File: src/hdl/cid_pkg.sv
// shared types and constants for the cascaded interrupt dispatcher
package cid_pkg;

    localparam int VECTOR_COUNT = 32;

    localparam int OP_W   = 3;
    localparam int VN_W   = 6;
    localparam int VEC_W  = 5;
    localparam int GRP_W  = 7;
    localparam int BYTE_W = 8;
    localparam int LVL_W  = 3;

    localparam logic [OP_W-1:0] OP_ENABLE  = 3'd0;
    localparam logic [OP_W-1:0] OP_DISABLE = 3'd1;
    localparam logic [OP_W-1:0] OP_CAUSE   = 3'd2;
    localparam logic [OP_W-1:0] OP_SOFT    = 3'd3;
    localparam logic [OP_W-1:0] OP_SERVICE = 3'd4;

    // vector number bits [4:3] select the bank
    localparam logic [1:0] BANK_TOP   = 2'd0;
    localparam logic [1:0] BANK_GRP1  = 2'd1;
    localparam logic [1:0] BANK_GRP2  = 2'd2;
    localparam logic [1:0] BANK_SLOTS = 2'd3;

    localparam logic [BYTE_W-1:0] TOP_ENABLE_RESET = 8'h06;
    localparam logic [BYTE_W-1:0] TOP_ENABLE_KEEP  = 8'h06;
    localparam logic [GRP_W-1:0]  GRP2_CASCADE     = 7'h02;
    localparam logic [GRP_W-1:0]  GRP2_NO_CASCADE  = 7'h7D;
    localparam logic [GRP_W-1:0]  GRP1_DONE_BIT    = 7'h04;

    localparam logic [LVL_W-1:0] LEVEL_GRP1 = 3'd1;
    localparam logic [LVL_W-1:0] LEVEL_GRP2 = 3'd2;

    // job handed from the setup logic to the scan sequencer
    typedef struct packed {
        logic             go;
        logic             blank;
        logic [GRP_W-1:0] clr1;
        logic [GRP_W-1:0] clr2;
        logic             done;
    } t_round;

endpackage

File: src/hdl/cid_ctrl.sv
// enable masks, software-pending word and per-transaction round setup
module cid_ctrl #(
    parameter int VECTOR_COUNT = cid_pkg::VECTOR_COUNT
) (
    input  logic                         i_clk,
    input  logic                         i_rst_n,
    input  logic                         i_accept,
    input  logic [cid_pkg::OP_W-1:0]     i_opcode,
    input  logic [cid_pkg::VN_W-1:0]     i_vector_number,
    input  logic [cid_pkg::BYTE_W-1:0]   i_icr_status,
    input  logic [cid_pkg::LVL_W-1:0]    i_icr_level,
    input  logic [cid_pkg::BYTE_W-1:0]   i_via1_flags,
    input  logic [cid_pkg::BYTE_W-1:0]   i_via2_flags,
    input  logic [cid_pkg::BYTE_W-1:0]   i_slot_lines,
    output cid_pkg::t_round              o_round,
    output logic [VECTOR_COUNT-1:0]      o_mask
);

    localparam int GW = cid_pkg::GRP_W;
    localparam int BW = cid_pkg::BYTE_W;
    localparam int VC_W = $clog2(VECTOR_COUNT) + 2;

    logic [BW-1:0]           r_top_en, n_top_en;
    logic [GW-1:0]           r_g1_en, n_g1_en;
    logic [GW-1:0]           r_g2_en, n_g2_en;
    logic [BW-1:0]           r_slot_en, n_slot_en;
    logic [VECTOR_COUNT-1:0] r_pend, n_pend;

    logic                    vn_ok;
    logic [BW-1:0]           bit_sel;
    logic [VECTOR_COUNT-1:0] en_all;
    logic [VECTOR_COUNT-1:0] soft_m;
    logic [cid_pkg::LVL_W-1:0] lvl;
    logic [GW-1:0]           g1_ifr, g2_ifr;
    logic [BW-1:0]           slot_req;
    logic [BW-1:0]           slot_emit;
    logic [VECTOR_COUNT-1:0] svc_m;
    logic [BW-1:0]           slot_left;

    assign vn_ok    = VC_W'(i_vector_number) < VC_W'(VECTOR_COUNT);
    assign bit_sel  = BW'(1) << i_vector_number[2:0];
    assign en_all   = VECTOR_COUNT'({r_slot_en, 1'b0, r_g2_en, 1'b0, r_g1_en, r_top_en});
    assign soft_m   = r_pend & en_all;
    assign lvl      = (i_icr_level != '0) ? i_icr_level : i_icr_status[2:0];
    assign g1_ifr   = i_via1_flags[GW-1:0] & r_g1_en;
    assign g2_ifr   = i_via2_flags[GW-1:0] & r_g2_en;
    assign slot_req = ~i_slot_lines & r_slot_en;
    assign slot_emit = ((g2_ifr & cid_pkg::GRP2_CASCADE) != '0) ? slot_req : '0;
    assign slot_left = r_slot_en & ~bit_sel;

    // service round and soft dispatch: emission mask and the constant fields of the round
    always_comb begin
        svc_m          = '0;
        o_round.clr1   = '0;
        o_round.clr2   = '0;
        o_round.done   = 1'b0;
        if (i_icr_status == '0) begin
            o_round.done = 1'b1;
        end else if (lvl == cid_pkg::LEVEL_GRP2) begin
            svc_m        = VECTOR_COUNT'({slot_emit, 1'b0,
                                          g2_ifr & cid_pkg::GRP2_NO_CASCADE, 16'h0000});
            o_round.clr2 = g2_ifr;
        end else if (lvl == cid_pkg::LEVEL_GRP1) begin
            svc_m        = VECTOR_COUNT'({1'b0, g1_ifr, 8'h00});
            o_round.clr1 = g1_ifr;
            o_round.done = (g1_ifr & cid_pkg::GRP1_DONE_BIT) != '0;
        end else begin
            // other top levels go out without a top enable check
            svc_m = VECTOR_COUNT'(1) << lvl;
        end
        if (i_opcode == cid_pkg::OP_SOFT) begin
            o_mask         = soft_m;
            o_round.clr1   = '0;
            o_round.clr2   = '0;
            o_round.done   = 1'b0;
        end else begin
            o_mask = svc_m;
        end
        o_round.go    = i_accept && ((i_opcode == cid_pkg::OP_SERVICE) ||
                                     (i_opcode == cid_pkg::OP_SOFT && soft_m != '0));
        o_round.blank = (i_opcode == cid_pkg::OP_SERVICE) && (svc_m == '0);
    end

    always_comb begin
        n_top_en  = r_top_en;
        n_g1_en   = r_g1_en;
        n_g2_en   = r_g2_en;
        n_slot_en = r_slot_en;
        n_pend    = r_pend;
        if (i_accept) begin
            if (i_opcode == cid_pkg::OP_SOFT) begin
                n_pend = r_pend & ~soft_m;
            end else if (vn_ok && i_opcode == cid_pkg::OP_CAUSE) begin
                n_pend = r_pend | (VECTOR_COUNT'(1) << i_vector_number);
            end else if (vn_ok && (i_opcode == cid_pkg::OP_ENABLE ||
                                   i_opcode == cid_pkg::OP_DISABLE)) begin
                unique case (i_vector_number[4:3])
                    cid_pkg::BANK_TOP: begin
                        if (i_opcode == cid_pkg::OP_ENABLE) n_top_en = r_top_en | bit_sel;
                        else n_top_en = (r_top_en & ~bit_sel) | cid_pkg::TOP_ENABLE_KEEP;
                    end
                    cid_pkg::BANK_GRP1: begin
                        if (i_opcode == cid_pkg::OP_ENABLE) n_g1_en = r_g1_en | bit_sel[GW-1:0];
                        else n_g1_en = r_g1_en & ~bit_sel[GW-1:0];
                    end
                    cid_pkg::BANK_GRP2: begin
                        if (i_opcode == cid_pkg::OP_ENABLE) n_g2_en = r_g2_en | bit_sel[GW-1:0];
                        else n_g2_en = r_g2_en & ~bit_sel[GW-1:0];
                    end
                    cid_pkg::BANK_SLOTS: begin
                        // slot enables drive the cascade bit in the second group
                        if (i_opcode == cid_pkg::OP_ENABLE) begin
                            n_slot_en = r_slot_en | bit_sel;
                            n_g2_en   = r_g2_en | cid_pkg::GRP2_CASCADE;
                        end else begin
                            n_slot_en = slot_left;
                            if (slot_left == '0) n_g2_en = r_g2_en & cid_pkg::GRP2_NO_CASCADE;
                        end
                    end
                    default: begin
                        n_top_en = r_top_en;
                    end
                endcase
            end
        end
    end

    always_ff @(posedge i_clk) begin
        if (!i_rst_n) begin
            r_top_en  <= cid_pkg::TOP_ENABLE_RESET;
            r_g1_en   <= '0;
            r_g2_en   <= '0;
            r_slot_en <= '0;
            r_pend    <= '0;
        end else begin
            r_top_en  <= n_top_en;
            r_g1_en   <= n_g1_en;
            r_g2_en   <= n_g2_en;
            r_slot_en <= n_slot_en;
            r_pend    <= n_pend;
        end
    end

endmodule

File: src/hdl/cid_scan.sv
// scan sequencer: shared priority encoder, one vector per cycle to output reg unless stalled
module cid_scan #(
    parameter int VECTOR_COUNT = cid_pkg::VECTOR_COUNT
) (
    input  logic                          i_clk,
    input  logic                          i_rst_n,
    input  cid_pkg::t_round               i_round,
    input  logic [VECTOR_COUNT-1:0]       i_mask,
    input  logic                          i_stall,
    output logic                          o_busy,
    output logic                          o_valid,
    output logic [cid_pkg::VEC_W-1:0]     o_vector,
    output logic                          o_vector_valid,
    output logic [cid_pkg::GRP_W-1:0]     o_via1_flags_clear,
    output logic [cid_pkg::GRP_W-1:0]     o_via2_flags_clear,
    output logic                          o_round_done,
    output logic                          o_last
);

    localparam int IDX_W = $clog2(VECTOR_COUNT);
    localparam int VW    = cid_pkg::VEC_W;

    logic                    r_busy;
    logic [VECTOR_COUNT-1:0] r_mask, n_mask;
    cid_pkg::t_round         r_round;
    logic                    r_out_valid;
    logic [VW-1:0]           r_vector;
    logic                    r_vector_valid;
    logic [cid_pkg::GRP_W-1:0] r_clr1, r_clr2;
    logic                    r_done;
    logic                    r_last;

    logic                    emit;
    logic [IDX_W-1:0]        idx;
    logic                    fin;

    // highest set bit by halving the window, one index bit per step
    always_comb begin
        logic [VECTOR_COUNT-1:0] w;
        logic [VECTOR_COUNT-1:0] hi;
        w   = r_mask;
        idx = '0;
        for (int s = IDX_W - 1; s >= 0; s--) begin
            hi = w >> (1 << s);
            if (hi != '0) begin
                idx[s] = 1'b1;
                w      = hi;
            end
        end
    end

    assign emit   = r_busy && (!r_out_valid || !i_stall);
    assign n_mask = r_mask & ~(VECTOR_COUNT'(1) << idx);
    assign fin    = r_round.blank || (n_mask == '0);

    always_ff @(posedge i_clk) begin
        if (!i_rst_n) begin
            r_busy      <= 1'b0;
            r_out_valid <= 1'b0;
        end else begin
            if (i_round.go) begin
                r_busy <= 1'b1;
            end else if (emit && fin) begin
                r_busy <= 1'b0;
            end
            if (emit) begin
                r_out_valid <= 1'b1;
            end else if (!i_stall) begin
                r_out_valid <= 1'b0;
            end
        end
    end

    always_ff @(posedge i_clk) begin
        if (i_round.go) begin
            r_mask  <= i_mask;
            r_round <= i_round;
        end else if (emit) begin
            r_mask <= n_mask;
        end
        if (emit) begin
            r_vector       <= r_round.blank ? '0 : VW'(idx);
            r_vector_valid <= !r_round.blank;
            r_clr1         <= r_round.clr1;
            r_clr2         <= r_round.clr2;
            r_done         <= r_round.done;
            r_last         <= fin;
        end
    end

    assign o_busy             = r_busy;
    assign o_valid            = r_out_valid;
    assign o_vector           = r_vector;
    assign o_vector_valid     = r_vector_valid;
    assign o_via1_flags_clear = r_clr1;
    assign o_via2_flags_clear = r_clr2;
    assign o_round_done       = r_done;
    assign o_last             = r_last;

endmodule

File: src/hdl/cascaded_interrupt_dispatcher.sv
// top level of the cascaded interrupt dispatcher
// Enable, disable and cause transactions give no result. Soft dispatch and service round
// are set up in the cycle the transaction is accepted; after that the shared priority
// encoder emits one result per cycle while the output side does not stall, highest vector
// first. An item gives up to 30 results for soft dispatch, 14 for a service round and one
// for a round with nothing to dispatch. The input is stalled while the encoder is scanning;
// the next item is taken as soon as the final result sits in the output register.
module cascaded_interrupt_dispatcher #(
    parameter int VECTOR_COUNT = cid_pkg::VECTOR_COUNT
) (
    input  logic                          i_clk,
    input  logic                          i_rst_n,
    input  logic                          i_valid,
    output logic                          o_stall,
    input  logic [cid_pkg::OP_W-1:0]      i_opcode,
    input  logic [cid_pkg::VN_W-1:0]      i_vector_number,
    input  logic [cid_pkg::BYTE_W-1:0]    i_icr_status,
    input  logic [cid_pkg::LVL_W-1:0]     i_icr_level,
    input  logic [cid_pkg::BYTE_W-1:0]    i_via1_flags,
    input  logic [cid_pkg::BYTE_W-1:0]    i_via2_flags,
    input  logic [cid_pkg::BYTE_W-1:0]    i_slot_lines,
    output logic                          o_valid,
    input  logic                          i_stall,
    output logic [cid_pkg::VEC_W-1:0]     o_vector,
    output logic                          o_vector_valid,
    output logic [cid_pkg::GRP_W-1:0]     o_via1_flags_clear,
    output logic [cid_pkg::GRP_W-1:0]     o_via2_flags_clear,
    output logic                          o_round_done,
    output logic                          o_last
);

    logic                    busy;
    logic                    accept;
    cid_pkg::t_round         round;
    logic [VECTOR_COUNT-1:0] mask;

    assign o_stall = busy;
    assign accept  = i_valid && !busy;

    cid_ctrl #(
        .VECTOR_COUNT (VECTOR_COUNT)
    ) u_ctrl (
        .i_clk           (i_clk),
        .i_rst_n         (i_rst_n),
        .i_accept        (accept),
        .i_opcode        (i_opcode),
        .i_vector_number (i_vector_number),
        .i_icr_status    (i_icr_status),
        .i_icr_level     (i_icr_level),
        .i_via1_flags    (i_via1_flags),
        .i_via2_flags    (i_via2_flags),
        .i_slot_lines    (i_slot_lines),
        .o_round         (round),
        .o_mask          (mask)
    );

    cid_scan #(
        .VECTOR_COUNT (VECTOR_COUNT)
    ) u_scan (
        .i_clk              (i_clk),
        .i_rst_n            (i_rst_n),
        .i_round            (round),
        .i_mask             (mask),
        .i_stall            (i_stall),
        .o_busy             (busy),
        .o_valid            (o_valid),
        .o_vector           (o_vector),
        .o_vector_valid     (o_vector_valid),
        .o_via1_flags_clear (o_via1_flags_clear),
        .o_via2_flags_clear (o_via2_flags_clear),
        .o_round_done       (o_round_done),
        .o_last             (o_last)
    );

    // a result without a vector is always the only one of its transaction
    a_blank_alone: assert property (@(posedge i_clk) disable iff (!i_rst_n)
        o_valid && !o_vector_valid |-> o_last)
        else $error("blank result not marked last");

    // once a result leaves and more follow, the next one is ready right away
    a_no_gap: assert property (@(posedge i_clk) disable iff (!i_rst_n)
        o_valid && !o_last && !i_stall |=> o_valid)
        else $error("gap inside a multi-result transaction");

    // group bit 7 vectors have no enable and never go out
    a_no_bit7: assert property (@(posedge i_clk) disable iff (!i_rst_n)
        o_valid && o_vector_valid |-> (o_vector != 5'd15) && (o_vector != 5'd23))
        else $error("unmapped group vector dispatched");

    // a round that ends servicing with a vector can only come from the first group
    a_done_grp1: assert property (@(posedge i_clk) disable iff (!i_rst_n)
        o_valid && o_vector_valid && o_round_done |-> o_vector[4:3] == cid_pkg::BANK_GRP1)
        else $error("round done with a vector outside the first group");

endmodule
File: config.mk
export PLATFORM = sky130hd
export DESIGN_NAME = cascaded_interrupt_dispatcher
export DESIGN_NICKNAME = d
export VERILOG_FILES = /design/src/hdl/cid_pkg.sv /design/src/hdl/cid_ctrl.sv /design/src/hdl/cid_scan.sv /design/src/hdl/cascaded_interrupt_dispatcher.sv
export SDC_FILE = /design/constraint.sdc
export NUM_CORES = 1
export LEC_CHECK = 0
export BUFFER_PORTS_ARGS = -buffer_cell sky130_fd_sc_hd__buf_2
export CORE_ASPECT_RATIO = 0.75
export CORE_MARGIN = 2
export CORE_UTILIZATION = 45
export CTS_CLUSTER_SIZE = 12
export DETAILED_ROUTE_END_ITERATION = 16
export PLACE_DENSITY_LB_ADDON = 0.08
export SYNTH_ARGS = -nofsm -noshare
export SYNTH_HDL_FRONTEND = slang
export SYNTH_SLANG_ARGS = --single-unit
File: constraint.sdc
create_clock -name i_clk -period 3.75 [get_ports i_clk]
set_input_delay 0.5625 -clock i_clk [delete_from_list [all_inputs] [get_ports i_clk]]
set_output_delay 0.5625 -clock i_clk [all_outputs]
set_load 0.05 [all_outputs]
==> results of run 1 <==
## final timing paths
path                                         from                           end  slack, ps  cells after the start
worst max-delay path            u_scan.r_mask[22]                 u_scan.o_busy         60                     12
worst min-delay path            u_scan.r_round[5]  u_scan.o_via2_flags_clear[4]        420                      0
worst max register to register  u_scan.r_mask[22]                 u_scan.o_busy         60                     12
worst min register to register  u_scan.r_round[5]  u_scan.o_via2_flags_clear[4]        420                      0
## power breakdown
part / switching [mW] / internal, mW / total [mW]
sequential: 0.0159 / 1.54 / 1.56
combinational: 0.178 / 0.0843 / 0.263
clock: 0.661 / 1.05 / 1.71
## cell usage after synthesis, types with 3 or more instances
master / number
and3_1: 8
nand2_1: 96
a21oi_1: 51
nor4b_1: 3
inv_1: 17
o2111ai_1: 3
a221oi_1: 7
o21a_1: 3
nor2_1: 93
a211oi_1: 3
o31ai_1: 7
dfxtp_1: 62
o211ai_1: 7
or3_1: 7
and2_1: 5
nor3b_1: 4
nand4_1: 18
nor3_1: 15
o221ai_1: 3
nor4_1: 8
a311oi_1: 9
or2_2: 6
o22ai_1: 5
mux2i_1: 3
o21ai_0: 58
nand3_1: 29
nand2b_1: 4
a21boi_0: 3
a31o_2: 3
a31oi_1: 5
or4_1: 3
edfxtp_1: 70
a22oi_1: 40
nand3b_1: 5
nor4_2: 3
a32oi_1: 4
a22o_1: 12
clkbuf_1: 35
## repair_timing
action                     4_1_cts  5_1_grt
setup endpoints to repair        2        3
gates resized for setup          4       11
pin swaps                        3        3
hold buffers                     0        0
## worst max-delay path: stages (launching register included)
cell and delay (ps):
edfxtp_1 510, nor4_2 500, and2_2 320, a21oi_4 90, buf_4 160, o31ai_1 660, a21oi_1 190, a211oi_1 220
buf_4 150, nand4_1 100, nor4_2 340, buf_4 180, o221ai_1 120
## layout make-up
| class | instances | area share, % |
|---|---|---|
| clock buffers | 18 | 4.971 |
| clock inverters | 14 | 2.029 |
| inverters | 19 | 0.8261 |
| multi-input cells | 572 | 39.09 |
| flip-flops and latches | 132 | 38.72 |
| well taps | 205 | 2.971 |
| repair buffers | 154 | 11.39 |
## per-stage QoR
step / cell area (µm²) / power [mW]
after CTS: 8596 / 3.527
after global placement: 7965 / 1.836
final: 8633 / 3.531
after floorplan: 6889 / 1.714
after detailed placement: 7965 / 1.837
after global routing: 8633 / 3.624
## cells by family (layout without fill, tap and decap cells)
logic type | after synthesis | count (layout)
and+or+nand+nor | 322 | 322
AOI/OAI and AO/OA | 247 | 247
DFF | 132 | 132
buffers and inverters | 59 | 205
muxes | 3 | 3
## placed cells by master, fill, tap and decap left out, drive strengths merged, types with 8 or more instances in the layout
cell      n
buf     154
nand2    97
nor2     93
edfxtp   70
dfxtp    62
o21ai    60
a21oi    52
a22oi    40
nand3    29
inv      22
nand4    18
clkbuf   18
nor3     15
a22o     12
nor4     12
a311oi    9
a221oi    9
or2       9
and3      8
o31ai     8
## layer usage
layer	global-route usage (%)	vias to the layer above	routed length, µm
li1	-	3180	-
met1	46.98	3414	11640
met2	42.07	423	10230
met3	10.12	38	3092
met4	7.638	0	408
met5	0	-	0
==> flow_metrics.py, run 1 <==
metrics = {
    "critical_path": {
        "end_kind": "flip-flop",
        "worstSetupStartpointType": "flip-flop",
        "crit_fanout": 6,
        "required_ps": 4010,
        "worstPathArrival_ps": 3950,
        "path_class": "flip-flop to flip-flop",
    },
    "synthesis": {
        "ys_async_sr_fraction_pct": 0,
        "synth-xor-area-share_pct": 0,
        "synth_nets": 811,
        "synth.area.mux_share_pct": 0.4359,
        "ys_warn_count": 0,
        "syn_inst": 763,
        "synth_top_area_cell": "edfxtp_1",
        "yosys.area.top_type_share_pct": 30.51,
        "synth_area_um2": 6889,
        "synth_top_family_by_area": "compound AO/OA/AOI/OAI gates",
        "synth_edf_count": 70,
        "ys_ff_latch": 132,
        "yosys.area_share.simple_pct": 22.76,
        "synth.area.top_cells": "edfxtp_1 31%, dfxtp_1 18%, nand2_1 5.2%, nor2_1 5.1%, a22oi_1 4.4%",
        "syn_area_per_cell_um2": 9.029,
        "synthDistinctLibCells": 75,
        "ys.flop_type": "edfxtp_1",
        "synthAdderAreaFrac_pct": 0,
        "synth-compound-area-share_pct": 24.65,
        "yosysSeqAreaShare_pct": 48.53,
    },
    "sta": {
        "finalHoldViolations": 0,
        "relSlewSlack_pct": 24.83,
        "setup_tns_ps": 0,
        "hold_ws_ps": 416.5,
        "period_share_pct": 98.51,
        "rsz0062_at_grt": "yes",
        "finalMaxSlewViolations": 0,
        "skew_ps": 10.01,
        "min_period_ps": 3694,
        "fmax_ghz": 0.2707,
        "worstMarginPinSlew_ps": 1128,
        "setup_viol": 0,
        "worst_slack_ps": 55.92,
    },
    "die": {
        "initial_core_util_pct": 45.69,
        "num_rows": 39,
        "core_um2": 15080,
        "die_area_um2": 16330,
        "fp.dieH_um": 111.2,
        "io_pins": 72,
        "die_x_um": 146.9,
    },
    "place": {
        "place_inst": 1082,
        "io_buffers": 69,
        "dp_worst_setup_slack_ps": -62.01,
        "gp_congestion": 0.9949,
        "dp_hpwl_um": 19270,
    },
    "final_layout": {
        "final_net_count": 944,
        "diodes": 0,
        "stdcell_count": 1114,
        "fillers": 1359,
        "multiInputGateArea_um2": 3374,
        "syn2layout_area_growth_pct": 25.32,
        "final-seq-area_um2": 3343,
        "utilization_pct": 57.26,
        "final_layout_size_suffix_gt1_share_pct": 24.86,
    },
    "cts": {
        "clock-sinks": 132,
        "cts_buffers": 17,
        "cts.path.max_buffers": 2,
        "cts_tree": "done",
        "cts_htree_levels": 4,
        "cts.clk_slew.worst_paths_ps": 60,
        "cts_setup_buffers": 0,
        "clk_latency_ps": 420,
        "root_buffer": "clkbuf_16",
    },
    "routing": {
        "firstDrtPassIters": 6,
        "drc": 0,
        "drtIter0Drc": 942,
        "antenna_left": 0,
        "vias": 7055,
        "avgRoutedWirePerCell_um": 22.77,
        "wirelength_um": 25370,
        "vias_per_cell": 6.333,
    },
    "outcome": {
        "outcome": "finished, final reports clean",
    },
    "global_routing": {
        "antenna_found_initial": 0,
        "grt_pass1_vias": 6414,
        "grt_usage_pct": 30.92,
        "grt_max_degree": 63,
        "overflow": 0,
        "grt_pass1_wl_um": 37720,
    },
    "power": {
        "vdd_ir_drop_max_mv": 0.2975,
        "p_per_area_nw_per_um2": 409.0,
        "leakage_nw": 3.001,
    },
    "hold_path": {
        "hold_class": "flip-flop to flip-flop",
    },
    "job": {
        "max-cap-violations": 0,
    },
}
Note: power is estimated with default switching activity, not from simulation.
==> inputs of run 2 (changes only) <==
--- a/config.mk
+++ b/config.mk
@@ -11,6 +11,7 @@
 export CORE_UTILIZATION = 45
 export CTS_CLUSTER_SIZE = 12
 export DETAILED_ROUTE_END_ITERATION = 16
+export GPL_TIMING_DRIVEN = 0
 export PLACE_DENSITY_LB_ADDON = 0.08
 export SYNTH_ARGS = -nofsm -noshare
 export SYNTH_HDL_FRONTEND = slang
==> flow_metrics.py, run 2 (synthesis gave the netlist of run 1 again) <==
metrics = {
    "power": {
        "power_frac_comb_pct": 7.1,
        "intPower_mw": 2.652,
        "p_per_area_nw_per_um2": 424.3,
        "power_mw": 3.560,
        "p_clk_share_pct": 49.0,
        "leakage_nw": 2.769,
        "p_sw_mw": 0.9079,
        "pwr-share-seq_pct": 44.0,
        "vdd_ir_drop_max_mv": 0.3067,
        "swShare_pct": 25.51,
    },
    "sta": {
        "hold_ws_ps": 417.8,
        "skew_ps": 10.96,
        "rsz0062_at_grt": "yes",
        "min_period_ps": 3726,
        "relSlewSlack_pct": 23.28,
        "finalMaxSlewViolations": 0,
        "worst_slack_ps": 23.88,
        "fmax_ghz": 0.2684,
        "finalHoldViolations": 0,
        "worstMarginPinSlew_ps": 1142,
        "period_share_pct": 99.36,
        "setup_viol": 0,
    },
    "final_layout": {
        "layout_common_cells": "93 x nand2_1, 93 x nor2_1, 70 x edfxtp_1",
        "final_net_count": 913,
        "final_layout_size_suffix_gt1_share_pct": 18.68,
        "diodes": 0,
        "syn2layout_area_growth_pct": 21.78,
    },
    "die": {
        "fp.dieH_um": 111.2,
        "core_um2": 15080,
        "die_x_um": 146.9,
        "num_rows": 39,
        "io_pins": 72,
        "die_area_um2": 16330,
        "initial_core_util_pct": 45.69,
    },
    "global_routing": {
        "overflow": 0,
        "grt_pass1_wl_um": 39100,
        "antenna_found_initial": 0,
        "grt_pass1_vias": 6436,
        "grt_usage_pct": 32.14,
        "grt_max_degree": 33,
    },
    "routing": {
        "firstDrtPassIters": 8,
        "vias_per_cell": 6.549,
        "drtIter0Drc": 1053,
        "antenna_left": 0,
        "avgRoutedWirePerCell_um": 24.24,
        "drc": 0,
        "vias": 7093,
        "wirelength_um": 26250,
    },
    "critical_path": {
        "required_ps": 4030,
        "path_class": "flip-flop to flip-flop",
        "cp-startpoint": "u_scan.r_mask[15]",
        "worstSetupStartpointType": "flip-flop",
        "r2r-start": "u_scan.r_mask[15]",
        "crit_path_end": "u_scan.o_busy",
        "worstPathArrival_ps": 4010,
        "end_kind": "flip-flop",
        "reg2reg_depth": 10,
        "worstReg2RegEnd": "u_scan.o_busy",
        "crit_fanout": 8,
        "reg2reg_slack_ps": 20,
    },
    "place": {
        "dp_worst_setup_slack_ps": -774.2,
        "io_buffers": 67,
        "gp_congestion": 0.9938,
        "dp_hpwl_um": 19460,
    },
    "cts": {
        "cts.path.max_buffers": 2,
        "cts_buffers": 17,
        "cts.clk_slew.worst_paths_ps": 70,
        "clock-sinks": 132,
        "cts_htree_levels": 4,
        "clk_latency_ps": 420,
        "cts_tree": "done",
        "root_buffer": "clkbuf_16",
    },
    "hold_path": {
        "hold_class": "flip-flop to flip-flop",
    },
    "job": {
        "max-cap-violations": 0,
    },
    "outcome": {
        "outcome": "finished, final reports clean",
    },
}
run 2: cell count changes in the layout (fill, tap and decap cells not counted), moves of 3 or more:
cell      change
buf_4        -70
clkbuf_1     +35
nand2_1       -3
nand2_2       +3
nor4_2        -5
nor4_4        +5
run 2: worst min-delay path by stage:
stage                             startpoint                           end  slack, ps  cells after the start
after CTS                 u_scan.r_round[10]  u_scan.o_via1_flags_clear[2]        420                      0
final                     u_scan.r_round[14]  u_scan.o_via1_flags_clear[6]        420                      0
after global routing      u_scan.r_round[10]  u_scan.o_via1_flags_clear[2]        410                      0
after floorplan            u_scan.r_round[0]           u_scan.o_round_done        400                      0
after global placement     u_scan.r_round[1]  u_scan.o_via2_flags_clear[0]        400                      0
after detailed placement  u_scan.r_round[14]  u_scan.o_via1_flags_clear[6]        410                      0
run 2: stage by stage:
stage | setup TNS (ps) | cell area, µm² | utilization, % | cells
finish | 0 | 8389 | 55.64 | 1083
detailed placement | -1943 | 7500 | 49.74 | 1036
global placement | -24340 | 7481 | 49.61 | 1035
floorplan | 0 | 6889 | - | 763
global route | -37.85 | 8389 | 55.64 | 1083
CTS | 0 | 8283 | 54.93 | 1078
run 2: final cells by class:
cell class,count,area (µm²)
Inverter,19,71.32
Tap cell,205,256.5
Fill cell,1372,6689
Clock inverter,13,160.2
Multi-Input combinational cell,572,3452
Sequential cell,132,3343
Buffer,39,173.9
Clock buffer,19,454.2
Timing Repair Buffer,84,478.0
run 2: timing repair:
action                                  4_1_cts  5_1_grt
setup buffers                                11        4
cloned                                        0        0
pin swaps                                    10        8
hold buffers                                  0        0
gates resized for setup                      19       11
endpoints found under the setup margin        5       34
run 2: power groups by stage:
stage | combinational (mW) | sequential [mW] | clock, mW
2_1_floorplan | 0.114 | 1.60 | 0
3_3_place_gp | 0.226 | 1.59 | 0
3_5_place_dp | 0.229 | 1.59 | 0
4_1_cts | 0.237 | 1.56 | 1.75
5_1_grt | 0.264 | 1.57 | 1.83
6_report | 0.251 | 1.56 | 1.74
run 2: layer usage:
layer  global-route usage, %  vias to the layer above  part of all wire, %
met5                       0                        -                    0
li1                        -                     3124                    -
met2                   42.03                      525                   39
met4                   9.838                        0                  2.4
met3                   10.91                       49                   15
met1                   49.18                     3395                   44
run 2: worst max-delay path, stage by stage (launching register included):
cell      delay, ps
edfxtp_1        520
or4_4           470
buf_6           160
or4_4           500
a221o_1         460
a221oi_4        400
o211ai_1        180
a21oi_1         180
o21ai_1         130
nor4_4          420
o221ai_1        150
